File: config.mk
export PLATFORM = sky130hd
export DESIGN_NAME = multi_pattern_wait_matcher_unit
export DESIGN_NICKNAME = d
export VERILOG_FILES = /design/src/design/mpwm_pkg.sv /design/src/design/mpwm_slot.sv /design/src/design/multi_pattern_wait_matcher_unit.sv
export SDC_FILE = /design/constraint.sdc
export NUM_CORES = 2
export LEC_CHECK = 0
export ABC_AREA = 1
export BUFFER_PORTS_ARGS = -buffer_cell sky130_fd_sc_hd__buf_2
export CORE_MARGIN = 2
export CORE_UTILIZATION = 50
export DETAILED_ROUTE_END_ITERATION = 8
export GPL_TIMING_DRIVEN = 0
export PLACE_DENSITY = 0.63
export SYNTH_ARGS = -nofsm -noshare
export SYNTH_HDL_FRONTEND = slang
export SYNTH_SLANG_ARGS = --single-unit
File: constraint.sdc
create_clock -name clk -period 6.7 [get_ports clk]
set_input_delay 1.34 -clock clk [delete_from_list [all_inputs] [get_ports clk]]
set_output_delay 1.34 -clock clk [all_outputs]
set_load 0.01 [all_outputs]
File: src/design/mpwm_pkg.sv
// Shared types and constants for the multi-pattern wait matcher.
package mpwm_pkg;

    localparam int unsigned OP_W    = 3;
    localparam int unsigned SLOT_W  = 4;
    localparam int unsigned POS_W   = 5;
    localparam int unsigned BYTE_W  = 8;
    localparam int unsigned TICKS_W = 16;

    // Idle timeout used when a start transaction carries zero ticks.
    localparam logic [TICKS_W-1:0] DEFAULT_TIMEOUT = TICKS_W'(40);

    typedef enum logic [OP_W-1:0] {
        OP_WRITE_BYTE = 3'd0,
        OP_SET_LEN    = 3'd1,
        OP_START      = 3'd2,
        OP_RX_BYTE    = 3'd3,
        OP_TICK       = 3'd4
    } op_code_t;

    localparam logic EV_MATCH   = 1'b0;
    localparam logic EV_TIMEOUT = 1'b1;

    typedef struct packed {
        logic [OP_W-1:0]    op;
        logic [SLOT_W-1:0]  slot;
        logic [POS_W-1:0]   position;
        logic [BYTE_W-1:0]  value;
        logic [TICKS_W-1:0] timeout_ticks;
    } in_item_t;

    typedef struct packed {
        logic              event_res;
        logic [SLOT_W-1:0] match_slot;
    } out_item_t;

    // Per-slot command from the control logic, already qualified.
    typedef struct packed {
        logic              byte_we;
        logic              len_we;
        logic              step;
        logic              clear;
        logic [POS_W-1:0]  pos;
        logic [BYTE_W-1:0] data;
    } slot_cmd_t;

endpackage

File: src/design/mpwm_slot.sv
// One pattern slot: pattern byte store, length, match progress and compare.
module mpwm_slot #(
    parameter int unsigned MAX_LEN = 20
) (
    input  logic               clk,
    input  logic               rst_n,
    input  mpwm_pkg::slot_cmd_t cmd,
    output logic               done
);
    import mpwm_pkg::*;

    localparam int unsigned LW = $clog2(MAX_LEN + 1);
    localparam int unsigned AW = (MAX_LEN > 1) ? $clog2(MAX_LEN) : 1;

    logic [BYTE_W-1:0] mem [MAX_LEN];
    logic [BYTE_W-1:0] exp_reg;
    logic [LW-1:0]     len_reg;
    logic [LW-1:0]     len_next;
    logic [LW-1:0]     progress_reg;
    logic [LW-1:0]     progress_next;
    logic [LW-1:0]     progress_inc;
    logic [AW-1:0]     rd_addr;
    logic [AW-1:0]     wr_addr;
    logic              hit;

    assign progress_inc = progress_reg + LW'(1);
    assign hit  = (len_reg != '0) && (progress_reg < len_reg) && (exp_reg == cmd.data);
    assign done = hit && (progress_inc == len_reg);

    always_comb
    begin
        len_next      = len_reg;
        progress_next = progress_reg;
        if (cmd.len_we)
        begin
            len_next      = (32'(cmd.data) > MAX_LEN) ? LW'(MAX_LEN) : LW'(cmd.data);
            progress_next = '0;
        end
        else if (cmd.clear)
        begin
            progress_next = '0;
        end
        else if (cmd.step)
        begin
            progress_next = hit ? progress_inc : '0;
        end
    end

    // Progress stays below the slot length, so the low bits address the store.
    assign rd_addr = progress_next[AW-1:0];
    assign wr_addr = AW'(cmd.pos);

    always_ff @(posedge clk or negedge rst_n)
    begin
        if (!rst_n)
        begin
            len_reg      <= '0;
            progress_reg <= '0;
        end
        else
        begin
            len_reg      <= len_next;
            progress_reg <= progress_next;
        end
    end

    // The expected byte is prefetched for the next received byte; a write to
    // the same position in this cycle is forwarded.
    always_ff @(posedge clk)
    begin
        if (cmd.byte_we)
        begin
            mem[wr_addr] <= cmd.data;
        end
        if (cmd.byte_we && (wr_addr == rd_addr))
        begin
            exp_reg <= cmd.data;
        end
        else
        begin
            exp_reg <= mem[rd_addr];
        end
    end

endmodule

File: src/design/multi_pattern_wait_matcher_unit.sv
// Top level of the multi-pattern wait matcher: input stage, timer, arming and result stage.
//
// Usage:
// The item channel (item_valid, item_ready, item) carries one transaction per
// command: write a pattern byte, set a pattern length, start a wait, deliver a
// received byte, or signal a timer tick. The result channel (result_valid,
// result_ready, result) carries at most one transaction per command: a match
// with the lowest completed slot, or an idle timeout with slot zero.
// A command is captured in the input register when accepted, evaluated from
// there; any result is held in the result register. Throughput is
// one command per cycle unless the receiver stalls; it is set by the single
// evaluation stage, where every slot compares its prefetched expected byte in
// parallel and the per-slot byte stores are read one address per cycle.
// When the receiver stalls, a pending result holds in the result register and
// the evaluation stage waits, while the input register still holds one more
// command; item_ready drops only when both are full.
// Reset (rst_n, asynchronous, active low) clears all lengths and progress,
// disarms the matcher and loads the default timeout of 40 ticks. Pattern
// bytes are not cleared and must be written before they are compared.
module multi_pattern_wait_matcher_unit #(
    parameter int unsigned NUM_PATTERNS = 9,
    parameter int unsigned MAX_LEN      = 20
) (
    input  logic                 clk,
    input  logic                 rst_n,
    input  logic                 item_valid,
    output logic                 item_ready,
    input  mpwm_pkg::in_item_t   item,
    output logic                 result_valid,
    input  logic                 result_ready,
    output mpwm_pkg::out_item_t  result
);
    import mpwm_pkg::*;

    // Input stage.
    logic      in_vld_reg;
    in_item_t  in_reg;
    logic      fire;

    // Matcher control state.
    logic                armed_reg;
    logic                armed_next;
    logic [TICKS_W-1:0]  reload_reg;
    logic [TICKS_W-1:0]  reload_next;
    logic [TICKS_W-1:0]  idle_reg;
    logic [TICKS_W-1:0]  idle_next;
    logic [TICKS_W-1:0]  idle_dec;

    // Result stage.
    logic       res_vld_reg;
    logic       res_vld_next;
    out_item_t  res_reg;

    // Decoded command of the evaluated transaction.
    logic       do_start;
    logic       do_rx;
    logic       do_step;
    logic       do_tick;
    logic       timed_out;
    logic       matched;
    logic       clear_all;
    logic [SLOT_W-1:0] first_slot;

    slot_cmd_t                slot_cmd [NUM_PATTERNS];
    logic [NUM_PATTERNS-1:0]  slot_done;

    // The evaluation stage advances only when the result register is free or
    // is being emptied in the same cycle, so no result can be overwritten.
    assign fire       = in_vld_reg && (!res_vld_reg || result_ready);
    assign item_ready = !in_vld_reg || fire;

    always_ff @(posedge clk or negedge rst_n)
    begin
        if (!rst_n)
        begin
            in_vld_reg <= 1'b0;
        end
        else if (item_ready)
        begin
            in_vld_reg <= item_valid;
        end
    end

    always_ff @(posedge clk)
    begin
        if (item_ready && item_valid)
        begin
            in_reg <= item;
        end
    end

    assign do_start = fire && (in_reg.op == OP_START);
    assign do_rx    = fire && (in_reg.op == OP_RX_BYTE) && armed_reg;
    // Null bytes restart the idle timer but are never compared.
    assign do_step  = do_rx && (in_reg.value != '0);
    assign do_tick  = fire && (in_reg.op == OP_TICK) && armed_reg;

    assign idle_dec  = (idle_reg != '0) ? (idle_reg - TICKS_W'(1)) : '0;
    assign timed_out = do_tick && (idle_dec == '0);
    assign matched   = do_step && (slot_done != '0);
    assign clear_all = do_start || matched || timed_out;

    // Lowest completed slot wins.
    always_comb
    begin
        first_slot = '0;
        for (int i = NUM_PATTERNS - 1; i >= 0; i--)
        begin
            if (slot_done[i])
            begin
                first_slot = SLOT_W'(i);
            end
        end
    end

    genvar g;
    generate
        for (g = 0; g < NUM_PATTERNS; g++)
        begin : gen_slot
            always_comb
            begin
                slot_cmd[g].byte_we = fire && (in_reg.op == OP_WRITE_BYTE)
                                      && (in_reg.slot == SLOT_W'(g))
                                      && (32'(in_reg.position) < MAX_LEN);
                slot_cmd[g].len_we  = fire && (in_reg.op == OP_SET_LEN)
                                      && (in_reg.slot == SLOT_W'(g));
                slot_cmd[g].step    = do_step;
                slot_cmd[g].clear   = clear_all;
                slot_cmd[g].pos     = in_reg.position;
                slot_cmd[g].data    = in_reg.value;
            end

            mpwm_slot #(
                .MAX_LEN (MAX_LEN)
            ) u_slot (
                .clk   (clk),
                .rst_n (rst_n),
                .cmd   (slot_cmd[g]),
                .done  (slot_done[g])
            );
        end
    endgenerate

    // Arming and the idle timer.
    always_comb
    begin
        armed_next  = armed_reg;
        reload_next = reload_reg;
        idle_next   = idle_reg;
        if (do_start)
        begin
            reload_next = (in_reg.timeout_ticks != '0) ? in_reg.timeout_ticks
                                                       : DEFAULT_TIMEOUT;
            idle_next   = reload_next;
            armed_next  = 1'b1;
        end
        else if (do_rx)
        begin
            idle_next = reload_reg;
        end
        else if (do_tick)
        begin
            idle_next = idle_dec;
        end
        if (matched || timed_out)
        begin
            armed_next = 1'b0;
        end
    end

    always_ff @(posedge clk or negedge rst_n)
    begin
        if (!rst_n)
        begin
            armed_reg  <= 1'b0;
            reload_reg <= DEFAULT_TIMEOUT;
            idle_reg   <= '0;
        end
        else
        begin
            armed_reg  <= armed_next;
            reload_reg <= reload_next;
            idle_reg   <= idle_next;
        end
    end

    // Result register.
    always_comb
    begin
        res_vld_next = res_vld_reg;
        if (matched || timed_out)
        begin
            res_vld_next = 1'b1;
        end
        else if (result_ready)
        begin
            res_vld_next = 1'b0;
        end
    end

    always_ff @(posedge clk or negedge rst_n)
    begin
        if (!rst_n)
        begin
            res_vld_reg <= 1'b0;
        end
        else
        begin
            res_vld_reg <= res_vld_next;
        end
    end

    always_ff @(posedge clk)
    begin
        if (matched)
        begin
            res_reg.event_res  <= EV_MATCH;
            res_reg.match_slot <= first_slot;
        end
        else if (timed_out)
        begin
            res_reg.event_res  <= EV_TIMEOUT;
            res_reg.match_slot <= '0;
        end
    end

    assign result_valid = res_vld_reg;
    assign result       = res_reg;

    // A held command is kept until the evaluation stage takes it.
    a_hold_input: assert property (@(posedge clk) disable iff (!rst_n)
        in_vld_reg && !fire |=> in_vld_reg)
        else $error("held command lost from the input register");

    // A stalled result is never dropped.
    a_hold_result: assert property (@(posedge clk) disable iff (!rst_n)
        res_vld_reg && !result_ready |=> res_vld_reg)
        else $error("pending result dropped while the receiver stalls");

    // Every reported event leaves the matcher disarmed.
    a_disarm: assert property (@(posedge clk) disable iff (!rst_n)
        matched || timed_out |=> !armed_reg)
        else $error("matcher still armed after reporting an event");

    // A match names a slot that exists.
    a_slot_range: assert property (@(posedge clk) disable iff (!rst_n)
        res_vld_reg && (res_reg.event_res == EV_MATCH)
        |-> (32'(res_reg.match_slot) < NUM_PATTERNS))
        else $error("match reported for a slot beyond the pattern count");

endmodule
## After elaboration in Yosys (flattened, before gate mapping)

Memory sizes are Yosys's and may differ from the RTL's. A register that Yosys moved wholly into a read port is not among the register bits.
Index checks and enable logic that the tools add are counted.

- Add/subtract/negate cells: 10
- Multiply operators: 0
- Div/mod/pow operators: 0
- $lt $le $gt $ge: 11
- Equality and inequality tests: 30
- Shift-type cells: 0
- Muxes and demuxes: 75
- Bitwise operators: 0
- Reductions and logical operators: 93

Operators by type and width:

| cell | number |
|---|---|
| $mux 5 | 37 |
| $mux 16 | 5 |
| $eq 8x8->1 | 9 |
| $logic_and 1x1->1 | 66 |
| $add 5x1->5 const B | 9 |
| $eq 5x5->1 | 9 |
| $lt 5x5->1 | 9 |
| $reduce_bool 5->1 | 9 |
| $mux 4 | 11 |
| $reduce_bool 16->1 | 2 |
| $mux 1 | 22 |
| $eq 4x3->1 const B | 4 |
| $logic_not 16->1 | 1 |
| $sub 16x1->16 const B | 1 |
| $reduce_bool 9->1 | 1 |
| $eq 4x2->1 const B | 2 |
| $gt 8x5->1 const B | 1 |
| $reduce_bool 8->1 | 1 |
| $eq 3x2->1 const B | 2 |
| $reduce_bool 2->1 | 3 |
| $logic_or 1x1->1 | 5 |
| $lt 5x5->1 const B | 1 |
| $eq 4x1->1 const B | 1 |
| $eq 4x4->1 const B | 1 |
| 6 further kinds | 7 |

- Flip-flop bits (word level): 166
- Latch bits: 0
- RAM bits: 1440
- Memory bits (read-only): 0
- Input bits: 40
- Output and inout port bits: 7
- Logic and storage cells: 258
- Memories: 9

Memories:

| memory | depth | bits a word | read ports | clocked after Yosys merged registers in | wr ports | RTL line | text |
|---|---|---|---|---|---|---|---|
| gen_slot[0].u_slot.mem | 20 | 8 | 1 | 1 | 1 | mpwm_slot.sv:15 | `logic [BYTE_W-1:0] mem [MAX_LEN];` |
| gen_slot[1].u_slot.mem | 20 | 8 | 1 | 1 | 1 | mpwm_slot.sv:15 |  |
| gen_slot[2].u_slot.mem | 20 | 8 | 1 | 1 | 1 | mpwm_slot.sv:15 |  |
| gen_slot[3].u_slot.mem | 20 | 8 | 1 | 1 | 1 | mpwm_slot.sv:15 |  |
| gen_slot[4].u_slot.mem | 20 | 8 | 1 | 1 | 1 | mpwm_slot.sv:15 |  |
| gen_slot[5].u_slot.mem | 20 | 8 | 1 | 1 | 1 | mpwm_slot.sv:15 |  |
| +3 memories | -- | -- | -- | -- | -- | -- |  |

## Depth between registers and ports, before layout

- Word-level depth: 14
- Mapped depth: 23
- Depth with buffers taken out: 21

## By module

From an unflattened synthesis, not the netlist that was laid out.

- Cell total of the unflattened synthesis: 6555
- Area, all modules: 71577.4 um2

By module, submodules not included:

| module | instances | cells each | area each (um2) | seq. area each (um2) |
|---|---|---|---|---|
| mpwm_slot at gen_slot[4].u_slot ... | 5 | 676 | 7522.2 | 5154.9 |
| mpwm_slot at gen_slot[0].u_slot ... | 3 | 688 | 7557.2 | 5154.9 |
| mpwm_slot at gen_slot[3].u_slot | 1 | 678 | 7526.0 | 5154.9 |
| multi_pattern_wait_matcher_unit | 1 | 433 | 3768.6 | 2099.5 |

## Worst setup path after synthesis

OpenSTA, ideal clock, no wires.

- Kind: register to register
- From: register in_reg[19] (netlist name)
- To: register gen_slot[4].u_slot.progress_reg[3]
- Setup time: 0.125 ns
- Data arrival time: 4.658 ns
- Data required time: 6.575 ns
- Path slack: 1.918 ns
- Cell stages (with the launch flop): 15
- Path buffers: 1
- Period minus slack after synthesis: 4.782 ns
- Cells stage by stage: edfxtp_1 > clkinv_1 > nand3_1 > nand2_1 > nor2_1 > nand2_1 > nor2_1 > nand3_2 > nand2_1 > nor2_2 > nand3_2 > nand2_4 > nand3_4 > buf_8 > nor2_2

- Longest elaborated chain between the ends: 9
- Elaborated cells on any way between the ends: 37
- Those cells by class: 9 x eq/ne; 4 x mux; 24 x reduce/logical

Ends and longest elaborated chain:

| element | RTL line | text |
|---|---|---|
| start, declared | multi_pattern_wait_matcher_unit.sv:37 | `in_item_t in_reg;` |
| start signal, assigned | multi_pattern_wait_matcher_unit.sv:88 | `in_reg <= item;` |
| $eq 8x8->1 | mpwm_slot.sv:27 | `assign hit = (len_reg != '0) && (progress_reg < len_reg) && (exp_reg == cmd.data);` |
| $logic_and 1x1->1 | mpwm_slot.sv:27 |  |
| $logic_and 1x1->1 | mpwm_slot.sv:28 | `assign done = hit && (progress_inc == len_reg);` |
| $reduce_bool 9->1 | multi_pattern_wait_matcher_unit.sv:100 | `assign matched = do_step && (slot_done != '0);` |
| $logic_and 1x1->1 | multi_pattern_wait_matcher_unit.sv:100 |  |
| $logic_or 1x1->1 (2 in a row) | multi_pattern_wait_matcher_unit.sv:101 | `assign clear_all = do_start \|\| matched \|\| timed_out;` |
| $mux 5 * | mpwm_slot.sv:39 | `else if (cmd.clear)` |
| $mux 5 * | mpwm_slot.sv:34 | `if (cmd.len_we)` |
| named net gen_slot[4].u_slot.progress_next[3] | mpwm_slot.sv:20 | `logic [LW-1:0] progress_next;` |
| end signal, assigned | mpwm_slot.sv:63 | `progress_reg <= progress_next;` |
| end, declared | mpwm_slot.sv:19 | `logic [LW-1:0] progress_reg;` |

Mark *: on every way through the listed nets, which the timed path passes. The rest lies on a longest branch.
A chain may end at the register's enable or synchronous reset.

## Final worst setup path

- From: register in_reg[21] (netlist name)
- To: register gen_slot[8].u_slot.progress_reg[2]

- Longest elaborated chain between the ends: 9
- Elaborated cells on any way between the ends: 37
- Those cells by class: 9 x eq/ne; 4 x mux; 24 x reduce/logical

Ends and longest elaborated chain:

| element | RTL line |
|---|---|
| $eq 8x8->1 | mpwm_slot.sv:27 |
| $logic_and 1x1->1 | mpwm_slot.sv:27 |
| $logic_and 1x1->1 | mpwm_slot.sv:28 |
| $reduce_bool 9->1 | multi_pattern_wait_matcher_unit.sv:100 |
| $logic_and 1x1->1 | multi_pattern_wait_matcher_unit.sv:100 |
| $logic_or 1x1->1 (2 in a row) | multi_pattern_wait_matcher_unit.sv:101 |
| $mux 5 * | mpwm_slot.sv:39 |
| $mux 5 * | mpwm_slot.sv:34 |
| named net gen_slot[8].u_slot.progress_next[2] | mpwm_slot.sv:20 |
| end signal, assigned | mpwm_slot.sv:63 |
| end, declared | mpwm_slot.sv:19 |

Marked as above.

==> run metrics <==
status=finished, violations left; violated checks=capacitance limit, slew limit; R2R depth=15; initial detailed-routing violation count=5858; RSZ-0062 raised after global routing=no; CP max stage cell=clkbuf_1; CP Launch Point=in_reg[21]$_DFFE_PP_; vias in the first global route=46561; Post-Synth Simple-Gate Area=21.18%; main combinational cell family by area after synthesis=simple AND/OR/NAND/NOR gates; fin crit share=89.01%; Yosys reg bits=1651; synthesized area=69970 um2; Clock transition at path regs=0.06 ns; Fin. Hold Viols=0; CTS max path bufs=3; Flop pwr share=48.3%; initial core utilization=50.27%; Worst-Skew Late Latency=0.83 ns; CP peak stage delay=0.89 ns; syn nets=6359; crit path capture type=flop; # rows=137; Detailed Route WL=199.6 mm; Gate Count Post-Synth=6263; # clock sinks=1651; final core utilization=57.60%; Fin Clk Skew=0.04491 ns; GP Congestion=0.9222; post-synthesis sequential area ratio=69.31%; Worst Path Required=7.40 ns; die area=142900 um2; P_leak=29.53 nW; GRT Total Usage=27.87%; Hold Buf Count CTS=0; filler instances=11606; DIE HEIGHT=378.1 um; most frequent cells in the layout=nand2_1, edfxtp_1, nand3_1; Fin Hold WS=0.4681 ns; FF-to-FF Start=in_reg[21]$_DFFE_PP_; post-route ant nets=0; Critical Path Fanout Max=25; Overall Power=23.98 mW; Ys Warns=0; Place WS=0.8845 ns; share of cells above drive strength 1=10.04%; Compound-Gate Fraction of Synth Area=3.952%; PostCTS Resize Cnt=0; DRC violations left=0; die width=378.1 um; most common cell after layout, fill and taps aside=nand2_1; worst vdd ir=0.2630 mV; max FFs per register=1440; I/O Buffers=46; Clock Power Share=40.3%; fmax=0.1677 GHz; PwrDens=299.1 nW/um2; initial antenna violation count=4; syn_area_per_cell=11.17 um2; Comb pwr share=11.5%; CTS root buffer=clkbuf_16; vias=49091; detailed-route vias per instance=5.728; critical path arrival=6.66 ns; cells along the critical path=buf_16 -> buf_16 -> buf_16 -> buf_16 -> clkbuf_1 -> inv_1 -> buf_2 -> nand3_1 -> nor2_1 -> a31oi_1 -> buf_2 -> clkbuf_1 -> nand2_1 -> o211ai_1 -> nor2_2; Startpoint Class=flop; Post-CTS Setup Repair Bufs=0; minimum clock period=5.964 ns; Tightest Pin Transition=1.542 ns; HP Class=flop to flop; Layout Nets=6647; first-pass GRT wire length=295.3 mm; H-tree depth=4; Top cell by count, worst path=buf_16; synth unique cells=53; Setup CP Type=flop to flop; final max-slew violation count=20; Core ar.=139200 um2; Area growth syn-to-layout=14.58%; reg2reg end=gen_slot[8].u_slot.progress_reg[2]$_DFF_PN0_; final worst slack=0.7363 ns; largest net degree at the start of global routing=75; Internal Pwr Total=17.89 mW; final setup vio count=0; drt first pass iters=6; post-synthesis adder-cell area fraction=1.001%; Worst Setup EP=gen_slot[8].u_slot.progress_reg[2]$_DFF_PN0_; dpl hpwl=132.4 mm; Synth Area in XOR/XNOR=0.8011%; Routed wire per std cell=23.29 um; r2r setup slk=0.74 ns; I/O Pins=47; design area=80170 um2; CTS Buf Count=170; Post-DP Area=74460 um2; number of max-cap violations=2; CTS tree=built; Max-slew headroom=-3.065%; NetSw=6.091 mW; grt total ovfl=0; mux share of post-synthesis cell area=0.01431%; sw frac=25.40%
==> routing by layer <==
layer  vias up  global-route usage [%]  wire, um
met5         -                       0        27
met4         4                   11.08      7897
met3       422                   5.555     17450
met2      2186                   42.51     89980
met1     23914                   39.42     84250
li1      22565                       -         -
==> worst min path at each step <==
stage / start / slack, ns / cells past startpoint / end
finish: reload_reg[11]$_DFFE_PN0P_ / 0.47 / 2 / reload_reg[11]$_DFFE_PN0P_
global route: reload_reg[5]$_DFFE_PN1P_ / 0.49 / 2 / reload_reg[5]$_DFFE_PN1P_
CTS: rst_n / 0.47 / 1 / in_vld_reg$_DFFE_PN0N_
detailed placement: reload_reg[11]$_DFFE_PN0P_ / 0.45 / 2 / reload_reg[11]$_DFFE_PN0P_
global placement: reload_reg[11]$_DFFE_PN0P_ / 0.45 / 2 / reload_reg[11]$_DFFE_PN0P_
floorplan: reload_reg[11]$_DFFE_PN0P_ / 0.44 / 2 / reload_reg[11]$_DFFE_PN0P_
==> cell usage after synthesis (all sizes together) <==
cell	number	area [um2]
a31o	1	8.760
o21ai	266	1331
o21bai	1	7.510
edfxtp	1480	44440
a211oi	2	15.01
a22o	1	8.760
nor3b	1	7.510
o41ai	1	8.760
o211ai	53	397.9
dfxtp	46	920.9
dfstp	2	52.55
nand2	1875	7046
nor2	526	2100
inv	176	683.2
mux2i	1	10.01
clkbuf	91	342.8
buf	232	1553
nor3	29	166.4
o22ai	18	112.6
o31ai	2	15.01
nand3	1038	5228
o221ai	55	481.7
xnor2	10	87.58
nor4b	1	8.760
nand3b	1	7.510
nor4	17	106.4
ha	56	700.7
or2	4	25.03
nand4	19	125.1
xor2	54	473.0
dfrtp	123	3078
a21boi	2	15.01
a221oi	1	8.760
a21oi	52	260.3
clkinv	11	41.29
a31oi	15	93.84
==> power groups by stage <==
| stage | clock (mW) | combinational [mW] | sequential [mW] |
|---|---|---|---|
| after global routing | 10.2 | 3.00 | 11.6 |
| final | 9.66 | 2.75 | 11.6 |
| after CTS | 9.75 | 2.70 | 11.6 |
| after floorplan | 0 | 1.66 | 11.8 |
| after global placement | 0 | 2.37 | 12.0 |
| after detailed placement | 0 | 2.69 | 11.8 |
==> through the flow <==
stage | instances | setup TNS (ns)
after floorplan | 6263 | 0
after global placement | 8185 | -580.03
after detailed placement | 8255 | 0
after CTS | 8569 | 0
after global routing | 8569 | 0
final | 8570 | 0
==> cell families (layout without fill, tap and decap cells) <==
kind of cell | Yosys count | after routing
AOI/OAI and AO/OA | 470 | 470
adders and majority gates | 56 | 56
muxes | 1 | 1
xor gates and xnor gates | 64 | 64
DFF | 1651 | 1651
and+or+nand+nor | 3511 | 3511
other | 0 | 1
buffers and inverters | 510 | 940
==> critical path, delay by kind of cell (launching register included) <==
family | cells | cell delay [ns]
compound gates | 2 | 0.57
buf+inv | 9 | 3.75
flops | 1 | 0.72
simple gates | 4 | 0.72
==> final cells by class <==
class	instances	area (um2)	area share, %
inverters	187	724.4	0.9036
plain buffers	323	1896	2.364
well taps	1876	2347	2.928
clock inverters	94	1175	1.465
clock buffers	220	4533	5.654
multi-input cells	4102	18860	23.53
flip-flops and latches	1651	48490	60.49
repair buffers	116	2138	2.667
diodes	1	2.502	0.003121
Note: power is estimated with default switching activity, not from simulation.
